## src/hdl/rc16_pkg.sv

```systemverilog
// Shared widths and constants for the 16-bit recurrence checksum.
// No dependencies; compile first.
`default_nettype none

package rc16_pkg;

	localparam int DATA_W = 8;
	localparam int IDX_W  = 8;
	localparam int TERM_W = 16;

	// Terms live modulo 2^16 - 1.
	localparam logic [TERM_W-1:0] MODULUS     = 16'hFFFF;
	localparam logic [TERM_W-1:0] TERM_ONE    = 16'd1;
	localparam logic [TERM_W-1:0] SEED_OFFSET = 16'd7;
	localparam logic [IDX_W-1:0]  ALPHA_MUL   = 8'd17;
	localparam logic [IDX_W-1:0]  BETA_MUL    = 8'd31;
	localparam logic [IDX_W-1:0]  IDX_FIRST   = 8'd1;

endpackage

`default_nettype wire

```

## src/hdl/rc16_byte_if.sv

```systemverilog
// Request channel carrying one message byte and its last-byte mark.
// Depends on rc16_pkg.
`default_nettype none

interface rc16_byte_if import rc16_pkg::*; ();
	logic              valid;
	logic              ready;
	logic [DATA_W-1:0] data_byte;
	logic              last_byte;

	modport source (output valid, output data_byte, output last_byte, input ready);
	modport sink   (input valid, input data_byte, input last_byte, output ready);
endinterface

`default_nettype wire

```

## src/hdl/rc16_sum_if.sv

```systemverilog
// Result channel carrying the final checksum of a message.
// Depends on rc16_pkg.
`default_nettype none

interface rc16_sum_if import rc16_pkg::*; ();
	logic              valid;
	logic              ready;
	logic [TERM_W-1:0] checksum;

	modport source (output valid, output checksum, input ready);
	modport sink   (input valid, input checksum, output ready);
endinterface

`default_nettype wire

```

## src/hdl/recurrence_checksum_16_top.sv

```systemverilog
// Top level of the 16-bit recurrence checksum: input register, term state, result register.
// Depends on rc16_pkg, rc16_byte_if, rc16_sum_if, rc16_term.
//
//   channel | dir | payload               | transfer
//   in_ch   | in  | data_byte, last_byte  | valid & ready
//   out_ch  | out | checksum              | valid & ready, one per last byte
//
// One byte per cycle sustained. The term update (products plus modulo fold, fed
// back through the term registers) works on the byte held in the input register
// and completes in that cycle; the checksum is registered as the last byte leaves
// the input register. Reset arms the block for a new message and empties both
// registers. A held result stalls input only when a second last byte reaches it.
`default_nettype none

module recurrence_checksum_16_top import rc16_pkg::*; (
	input  logic               clk,
	input  logic               arst_n,
	rc16_byte_if.sink          in_ch,
	rc16_sum_if.source         out_ch
);

	logic              valid_s1;
	logic [DATA_W-1:0] byte_s1;
	logic              last_s1;

	logic              first_q;
	logic [IDX_W-1:0]  idx_q;
	logic [TERM_W-1:0] older_q;
	logic [TERM_W-1:0] cur_q;

	logic              out_valid_q;
	logic [TERM_W-1:0] checksum_q;

	logic              advance;
	logic [TERM_W-1:0] term;
	logic [TERM_W-1:0] new_cur;
	logic [TERM_W-1:0] new_old;
	logic [IDX_W-1:0]  new_idx;

	rc16_term u_term (
		.data_byte    (byte_s1),
		.byte_index   (idx_q),
		.current_term (cur_q),
		.older_term   (older_q),
		.term         (term)
	);

	// a last byte needs a free result register; other bytes always move on
	assign advance     = valid_s1 && (!last_s1 || !out_valid_q || out_ch.ready);
	assign in_ch.ready = !valid_s1 || advance;

	always_comb begin
		if (first_q) begin
			new_cur = {8'b0, byte_s1} + SEED_OFFSET;
			new_old = TERM_ONE;
			new_idx = IDX_FIRST;
		end else begin
			new_cur = term;
			new_old = cur_q;
			new_idx = idx_q + IDX_FIRST;
		end
	end

	always_ff @(posedge clk or negedge arst_n) begin
		if (!arst_n) begin
			valid_s1 <= 1'b0;
		end else if (in_ch.ready) begin
			valid_s1 <= in_ch.valid;
		end
	end

	always_ff @(posedge clk) begin
		if (in_ch.ready && in_ch.valid) begin
			byte_s1 <= in_ch.data_byte;
			last_s1 <= in_ch.last_byte;
		end
	end

	always_ff @(posedge clk or negedge arst_n) begin
		if (!arst_n) begin
			first_q <= 1'b1;
			idx_q   <= '0;
			older_q <= TERM_ONE;
			cur_q   <= TERM_ONE;
		end else if (advance) begin
			if (last_s1) begin
				// rearm for the next message
				first_q <= 1'b1;
				idx_q   <= '0;
				older_q <= TERM_ONE;
				cur_q   <= TERM_ONE;
			end else begin
				first_q <= 1'b0;
				idx_q   <= new_idx;
				older_q <= new_old;
				cur_q   <= new_cur;
			end
		end
	end

	always_ff @(posedge clk or negedge arst_n) begin
		if (!arst_n) begin
			out_valid_q <= 1'b0;
		end else if (advance && last_s1) begin
			out_valid_q <= 1'b1;
		end else if (out_ch.ready) begin
			out_valid_q <= 1'b0;
		end
	end

	always_ff @(posedge clk) begin
		if (advance && last_s1) begin
			checksum_q <= new_cur;
		end
	end

	assign out_ch.valid    = out_valid_q;
	assign out_ch.checksum = checksum_q;

endmodule

`default_nettype wire

```

## src/hdl/rc16_term.sv

```systemverilog
// Next-term datapath: two small products, end-around reduction modulo 2^16-1.
// Depends on rc16_pkg.
`default_nettype none

module rc16_term import rc16_pkg::*; (
	input  logic [DATA_W-1:0] data_byte,
	input  logic [IDX_W-1:0]  byte_index,
	input  logic [TERM_W-1:0] current_term,
	input  logic [TERM_W-1:0] older_term,
	output logic [TERM_W-1:0] term
);

	logic [IDX_W-1:0]  alpha;
	logic [IDX_W-1:0]  beta;
	logic [DATA_W:0]   a_op;
	logic [24:0]       prod_a;
	logic [23:0]       prod_b;
	logic [16:0]       fold_a;
	logic [16:0]       fold_b;
	logic [TERM_W-1:0] res_a;
	logic [TERM_W-1:0] res_b;
	logic              borrow;
	logic [16:0]       diff;
	logic [16:0]       fold_d;

	assign alpha = IDX_W'(byte_index * ALPHA_MUL);
	assign beta  = IDX_W'(byte_index * BETA_MUL);
	assign a_op  = {1'b0, data_byte} + {1'b0, alpha};

	assign prod_a = {16'b0, a_op} * {9'b0, current_term};
	assign prod_b = {16'b0, beta} * {8'b0, older_term};

	// 2^16 = 1 mod 2^16-1: add high part onto low part, one correction
	assign fold_a = {1'b0, prod_a[15:0]} + {8'b0, prod_a[24:16]};
	assign fold_b = {1'b0, prod_b[15:0]} + {9'b0, prod_b[23:16]};
	assign res_a  = (fold_a >= {1'b0, MODULUS}) ? TERM_W'(fold_a - {1'b0, MODULUS})
	                                            : fold_a[15:0];
	assign res_b  = (fold_b >= {1'b0, MODULUS}) ? TERM_W'(fold_b - {1'b0, MODULUS})
	                                            : fold_b[15:0];

	// a negative difference wraps through 2^64, which adds one
	assign borrow = prod_a < {1'b0, prod_b};
	assign diff   = {1'b0, res_a} + {1'b0, MODULUS} - {1'b0, res_b} + {16'b0, borrow};
	assign fold_d = {1'b0, diff[15:0]} + {16'b0, diff[16]};
	assign term   = (fold_d[15:0] == MODULUS) ? '0 : fold_d[15:0];

endmodule

`default_nettype wire

```

## src/flat_wrapper.sv

```systemverilog
// flat-port wrapper written by rule: the top's interface ports become plain ports
module recurrence_checksum_16_top_flat import rc16_pkg::*;
  (clk, arst_n, in_ch_valid, in_ch_data_byte, in_ch_last_byte, in_ch_ready, out_ch_valid, out_ch_checksum, out_ch_ready);
  rc16_byte_if in_ch_i ();
  rc16_sum_if out_ch_i ();
  input  logic clk;
  input  logic arst_n;
  input wire logic [$bits(in_ch_i.valid)-1:0] in_ch_valid;
  input wire logic [$bits(in_ch_i.data_byte)-1:0] in_ch_data_byte;
  input wire logic [$bits(in_ch_i.last_byte)-1:0] in_ch_last_byte;
  output wire logic [$bits(in_ch_i.ready)-1:0] in_ch_ready;
  output wire logic [$bits(out_ch_i.valid)-1:0] out_ch_valid;
  output wire logic [$bits(out_ch_i.checksum)-1:0] out_ch_checksum;
  input wire logic [$bits(out_ch_i.ready)-1:0] out_ch_ready;
  assign in_ch_i.valid = in_ch_valid;
  assign in_ch_i.data_byte = in_ch_data_byte;
  assign in_ch_i.last_byte = in_ch_last_byte;
  assign in_ch_ready = in_ch_i.ready;
  assign out_ch_valid = out_ch_i.valid;
  assign out_ch_checksum = out_ch_i.checksum;
  assign out_ch_i.ready = out_ch_ready;
  recurrence_checksum_16_top u_core (.clk(clk), .arst_n(arst_n), .in_ch(in_ch_i), .out_ch(out_ch_i));
endmodule
```

## config.mk

```make
export PLATFORM = sky130hd
export DESIGN_NAME = recurrence_checksum_16_top_flat
export DESIGN_NICKNAME = d
export VERILOG_FILES = /design/src/hdl/rc16_pkg.sv /design/src/hdl/rc16_byte_if.sv /design/src/hdl/rc16_sum_if.sv /design/src/hdl/recurrence_checksum_16_top.sv /design/src/hdl/rc16_term.sv /design/src/flat_wrapper.sv
export SDC_FILE = /design/constraint.sdc
export NUM_CORES = 1
export LEC_CHECK = 0
export ABC_CLOCK_PERIOD_IN_PS = 33600
export BUFFER_PORTS_ARGS = -buffer_cell sky130_fd_sc_hd__buf_2
export CAP_MARGIN = 20
export CORE_MARGIN = 2
export CORE_UTILIZATION = 50
export CTS_CLUSTER_DIAMETER = 100
export CTS_CLUSTER_SIZE = 12
export DETAILED_ROUTE_END_ITERATION = 10
export GPL_ROUTABILITY_DRIVEN = 0
export PLACE_DENSITY = 0.68
export SYNTH_ARGS = -nofsm -noshare
export SYNTH_HDL_FRONTEND = slang
export SYNTH_HIERARCHICAL = 1
export SYNTH_SLANG_ARGS = --single-unit
```

## constraint.sdc

```tcl
create_clock -name clk -period 33.6 [get_ports clk]
set_input_delay 1.68 -clock clk [delete_from_list [all_inputs] [get_ports clk]]
set_output_delay 1.68 -clock clk [all_outputs]
set_load 0.01 [all_outputs]
```

# ---- After elaboration in Yosys (flattened, before gate mapping)
# Index checks and enable logic that the tools add are counted.
dict set report totals {
  regBits 68
  out_inout_bits 18
}
dict set report classes {
  n_addsub 11
  mul 4
  n_mux 12
  magnitude_cmp 3
  eq_ne 1
  reduce_logical 10
}
# cell n
set ops {}
lappend ops {{$mux 16} 7}
lappend ops {{$ge 17x16->1 const B} 2}
lappend ops {{$sub 16x16->16 const B} 2}
lappend ops {{$lt 25x24->1} 1}
lappend ops {{$mul 9x16->25} 1}
lappend ops {{$mul 8x16->24} 1}
lappend ops {{$add 16x16->17 const B} 1}
lappend ops {{$add 16x8->17} 1}
lappend ops {{$add 16x9->17} 1}
lappend ops {{$add 17x1->17} 1}
lappend ops {{$sub 17x16->17} 1}
lappend ops {{$add 16x1->16} 1}
lappend ops {{$eq 16x16->1 const B} 1}
lappend ops {{$mul 8x5->8 const B} 2}
lappend ops {{$mux 8} 2}
lappend ops {{$add 8x3->9 const B} 1}
lappend ops {{$add 8x8->9} 1}
lappend ops {{$add 8x1->8 const B} 1}
lappend ops {{$logic_and 1x1->1} 3}
lappend ops {{$logic_not 1->1} 3}
lappend ops {{$logic_or 1x1->1} 3}
lappend ops {{$mux 1} 3}
lappend ops {{$reduce_bool 2->1} 1}

# ---- Depth between registers and ports, before layout
dict set report depth {
  depth_word 14
  depth_mapped 73
  ltp_nobuf 70
}

# ---- By module
# The synthesis kept the hierarchy.
# module seq_area_each_um2 n_inst area_per_inst_um2 cells_each
set by_module_without_submodules {}
lappend by_module_without_submodules {rc16_term 0.0 1 12650.9 1565}
lappend by_module_without_submodules {recurrence_checksum_16_top 1830.5 1 2738.9 206}

# ---- Least setup slack after synthesis
# Ideal clock, no wire load.
dict set report synth_path {
  path_type {register to register}
  start {reg u_core.idx_q[1]}
  end {reg u_core.cur_q[8]}
  setup_ns 0.121
  stages_incl_launch_ff 68
  n_path_buf 3
  t_required_ns 33.479
  period_less_slack_ns 14.877
  path_slack_ns 18.723
  arrival_time_ns 14.756
  path_cell_list {dfrtp_1 > inv_1 > fa_1 > inv_1 > fa_1 > inv_1 > fa_1 > inv_1 > ha_1 > inv_1 > o21bai_1 > a21oi_1 > xnor2_1 > clkbuf_1 > nand2_1 > fa_1 > fa_1 > fa_1 > [32 not listed] > a21oi_1 > o41ai_1 > o21bai_1 > a21o_1 > ha_1 > ha_1 > and3_1 > nand2_1 > nor2_1 > xnor2_1 > nor4_1 > nand4_1 > a2111oi_0 > nor2b_1 > buf_2 > nor2_1 > a32o_1 > a22o_1}
}
dict set report synth_via {
  elab_chain_len 14
  elab_cells_between_ends 22
}
# element line_no
set synth_rtl {}
lappend synth_rtl {{start, declared} recurrence_checksum_16_top.sv:27} ;# logic [IDX_W-1:0] idx_q;
lappend synth_rtl {{start signal, assigned} recurrence_checksum_16_top.sv:94} ;# idx_q <= new_idx;
lappend synth_rtl {{$mul 8x5->8} rc16_term.sv:26} ;# assign alpha = IDX_W'(byte_index * ALPHA_MUL);
lappend synth_rtl {{$add 8x8->9} rc16_term.sv:28} ;# assign a_op = {1'b0, data_byte} + {1'b0, alpha};
lappend synth_rtl {{$mul 9x16->25} rc16_term.sv:30} ;# assign prod_a = {16'b0, a_op} * {9'b0, current_term};
lappend synth_rtl {{$add 16x9->17} rc16_term.sv:34} ;# assign fold_a = {1'b0, prod_a[15:0]} + {8'b0, prod_a[24:16]};
lappend synth_rtl {{$sub 16x16->16 or $ge 17x16->1 (tied branches)} rc16_term.sv:36} ;# assign res_a = (fold_a >= {1'b0, MODULUS}) ? TERM_W'(fold_a - {1'b0, MODULUS})
lappend synth_rtl {{$mux 16} rc16_term.sv:36}
lappend synth_rtl {{$add 16x16->17} rc16_term.sv:43} ;# assign diff = {1'b0, res_a} + {1'b0, MODULUS} - {1'b0, res_b} + {16'b0, borrow};
lappend synth_rtl {{$sub 17x16->17} rc16_term.sv:43}
lappend synth_rtl {{$add 17x1->17 *} rc16_term.sv:43}
lappend synth_rtl {{$add 16x1->16 *} rc16_term.sv:44} ;# assign fold_d = {1'b0, diff[15:0]} + {16'b0, diff[16]};
lappend synth_rtl {{$eq 16x16->1} rc16_term.sv:45} ;# assign term = (fold_d[15:0] == MODULUS) ? '0 : fold_d[15:0];
lappend synth_rtl {{$mux 16 *} rc16_term.sv:45}
lappend synth_rtl {{named net u_core.term[8]} recurrence_checksum_16_top.sv:35} ;# logic [TERM_W-1:0] term;
lappend synth_rtl {{$mux 16 *} recurrence_checksum_16_top.sv:53} ;# if (first_q) begin
lappend synth_rtl {{named net u_core.new_cur[8]} recurrence_checksum_16_top.sv:36} ;# logic [TERM_W-1:0] new_cur;
lappend synth_rtl {{$mux 16 *} recurrence_checksum_16_top.sv:86} ;# if (last_s1) begin
lappend synth_rtl {{end signal, assigned} recurrence_checksum_16_top.sv:96} ;# cur_q <= new_cur;
lappend synth_rtl {{end, declared} recurrence_checksum_16_top.sv:29} ;# logic [TERM_W-1:0] cur_q;
# The timed path passes the listed nets; every way through them passes the cells marked *.
# A chain may end at the register's enable or synchronous reset.

# ---- Worst setup path in the final report
dict set report layout_path {
  start {reg u_core.idx_q[0]}
  end {reg u_core.cur_q[3]}
}
# The elaborated chain is that of the path after synthesis.

==> impl_results.md <==
- Synthesis Warnings: 6
- Die width: 179 um
- Remaining antenna violation count after routing: 0
- Register area: about 1800 um^2
- Clock sink total: between 60 and 70
- Leading register cell type out of synthesis: dfrtp_1
- Yosys top cell by area: fa_1
- Cells after Synth: between 1500 and 2000
- Hold Buf Count CTS: 0
- Post-synthesis async set-or-reset flop share: 63.2%
- Root buf cell: clkbuf_16
- Grt ovf: 0
- Yosys reg bits: between 60 and 70
- Minimum clock period: between 15000 and 20000 ps
- CTS tree: built
- FILL cells: ~2800
- Post-synth top area share: approximately 26%
- Setup TNS: 0 ps
- Via count: roughly 12000
- Synth area leaders: fa_1 26%, ha_1 13%, inv_1 6.7%
- Setup Skew: between 6 and 7 ps
- Worst slew margin: 30.0%
- CTS clk-pin slew, worst paths: approximately 60 ps
- Drt first pass iters: 5
- CP max FO: 24
- CP startpoint kind: flip-flop
- CTS Buf Count: 9
- Die ar.: about 32000 um^2
- Post-synth EDFFs: 25
- Post-layout util: 53.2%
- Crit end category: flip-flop
- Synthesized cell area: 15400 um^2
- Largest net degree at the start of global routing: 44
- Area of the multi-input gates: ~12000 um^2
- Max Cap Violations: 0
- DRT iter0 DRCs: 984
- Initial core utilization: just over 50%
- Slew @ Worst Pin: ~1000 ps
- Port-buffer cells: 30
- CP max-delay cell: dfrtp_1
- Nets: between 2000 and 2500
- WS Path Type: reg2reg
- Core footprint: 30400 um^2
- Total GRT Usage: about 24%
- Vias per inst: 5.73
- Unrepaired setup endpoints after global routing: false
- I/O pin cnt: 31
- Routed len/inst: ~18 um
- Initial antenna violation count: 0
- Final hold vios: 0
- Area delta synth->final: 5.28%
- Finish-stage setup viols: 0
- H-tree depth: 3
- CP required: 33810 ps
- Detailed Route WL: just under 40000 um
- Syn_nets: about 2100
- First-pass GRT wire length: 64700 um
- HPWL after DPL: 31800 um
- Antenna Cells: 0
- Clk Latency, worst-skew pair: between 300 and 400 ps
- Fmax: ~0.057 GHz
- Worst hold path class: reg2reg
- Max Buffers Root-to-Sink: 2
- Vias in the first global route: approximately 13000
- Die height: approximately 180 um
- Final worst path period share: roughly half
- Setup Fix Bufs, Post-CTS: 0
- Fraction of layout cells with a size suffix above 1: under 10%
- Critical path's most frequent cell: fa_1
- Slew Limit Fails: 0
- Residual DRC: 0
- Cell Rows: 64
- Critical Path AT: around 18000 ps
- Synth Area per Inst: slightly below 9 um^2
- Max incr delay on CP: 960 ps
- Post_cts resized: 0
- Netlist cell types: 90
- Sequential cell area fraction in the yosys report: a little under an eighth
- Outcome: complete, no violations
==> placed cells by master, fill, tap and decap left out, types with 5 or more instances in the layout <==
master,n
o211ai_1,5
dfrtp_1,40
o21bai_1,13
and2_1,148
nand4_1,10
ha_1,165
a211oi_1,8
nand3b_1,5
fa_1,199
and3_1,17
or2_2,6
a22o_1,32
inv_1,273
o21ai_0,51
nor3_1,31
or3_1,10
o21a_1,5
nand2b_1,14
nand3_1,33
buf_4,10
buf_2,30
nor2_1,75
xor2_1,47
a21oi_1,72
edfxtp_1,25
a31oi_1,10
a21o_1,34
nor2b_1,22
xnor2_1,74
clkbuf_16,10
nand2_1,194
==> worst max-delay path, delay by kind of cell (launching register included) <==
kind,cells,cell delay [ps]
XOR/XNOR,2,560
buffers and inverters,6,670
flip-flops,1,960
multiplexers,1,320
adder cells (fa/ha/maj),15,5840
AO/OA/AOI/OAI,26,5120
AND/OR/NAND/NOR,12,3770
==> logic make-up (layout without fill, tap and decap cells) <==
logic type / after synthesis / in the layout / synth area share, %
AND/OR/NAND/NOR: 601 / 601 / 20.3
buffers and inverters: 323 / 329 / 8.10
flip-flops: 68 / 68 / 11.9
XOR/XNOR: 124 / 124 / 7.06
AO/OA/AOI/OAI: 281 / 281 / 12.6
adder cells (fa/ha/maj): 365 / 365 / 39.4
multiplexers: 9 / 9 / 0.675
==> synth_stat cells (5+ instances only) <==
cell type / n
a211oi_1: 8
a21o_1: 34
a21oi_1: 72
a22o_1: 32
a31oi_1: 10
and2_1: 148
and3_1: 17
buf_1: 8
buf_2: 9
clkbuf_1: 29
dfrtp_1: 40
edfxtp_1: 25
fa_1: 199
ha_1: 165
inv_1: 273
nand2_1: 194
nand2b_1: 14
nand3_1: 33
nand3b_1: 5
nand4_1: 10
nor2_1: 75
nor2b_1: 22
nor3_1: 31
o211ai_1: 5
o21a_1: 5
o21ai_0: 51
o21bai_1: 13
or2_2: 6
or3_1: 10
xnor2_1: 77
xor2_1: 47
==> stage by stage <==
| step | instance area, um^2 | hold slack, ps | worst slack, ps | instances |
|---|---|---|---|---|
| after floorplan | 15400 | 471 | 18720 | 1771 |
| after global placement | 15900 | 535 | 17090 | 2157 |
| after detailed placement | 15900 | 558 | 16680 | 2157 |
| after CTS | 16200 | 571 | 16630 | 2173 |
| after global routing | 16200 | 630 | 15130 | 2173 |
| final | 16200 | 573 | 16200 | 2173 |
==> layer usage <==
metal / part of all wire [%] / global-route usage (%)
met1: 44 / 34.3
met2: 48 / 41.4
met3: 5.1 / 1.70
met4: 2.5 / 6.11
met5: 0 / 0
==> worst paths after layout <==
| path | startpoint | to | slack, ps | depth (start not counted) |
|---|---|---|---|---|
| min in group asynchronous | arst_n | u_core/older_q[11] | 1530 | 1 |
| min reg2reg | u_core/idx_q[7] | u_core/idx_q[7] | 570 | 2 |
| max | u_core/idx_q[0] | u_core/cur_q[3] | 16200 | 62 |
| max in group asynchronous | arst_n | u_core/older_q[1] | 31450 | 1 |
| max reg2reg | u_core/idx_q[0] | u_core/cur_q[3] | 16200 | 62 |
| min | u_core/idx_q[7] | u_core/idx_q[7] | 570 | 2 |
==> sequential cells by signal, summed over array words and instances, names as in the netlist <==
register	count
u_core/valid_s1	1
u_core/out_ch.checksum	16
u_core/byte_s1	8
u_core/out_ch.valid	1
u_core/first_q	1
u_core/older_q	16
u_core/cur_q	16
u_core/idx_q	8
u_core/last_s1	1
==> cell type report <==
cell class              count  area share, %
clock inverters             3          0.116
multi-input cells        1380           76.1
well taps                 396           3.06
flip-flops and latches     68           11.3
inverters                 273           6.32
repair buffers             40           1.39
clock buffers              13           1.68
Power is left out: the tool's default activity adds up to more than one toggle a clock period on the data nets, which glitch-free logic cannot reach.
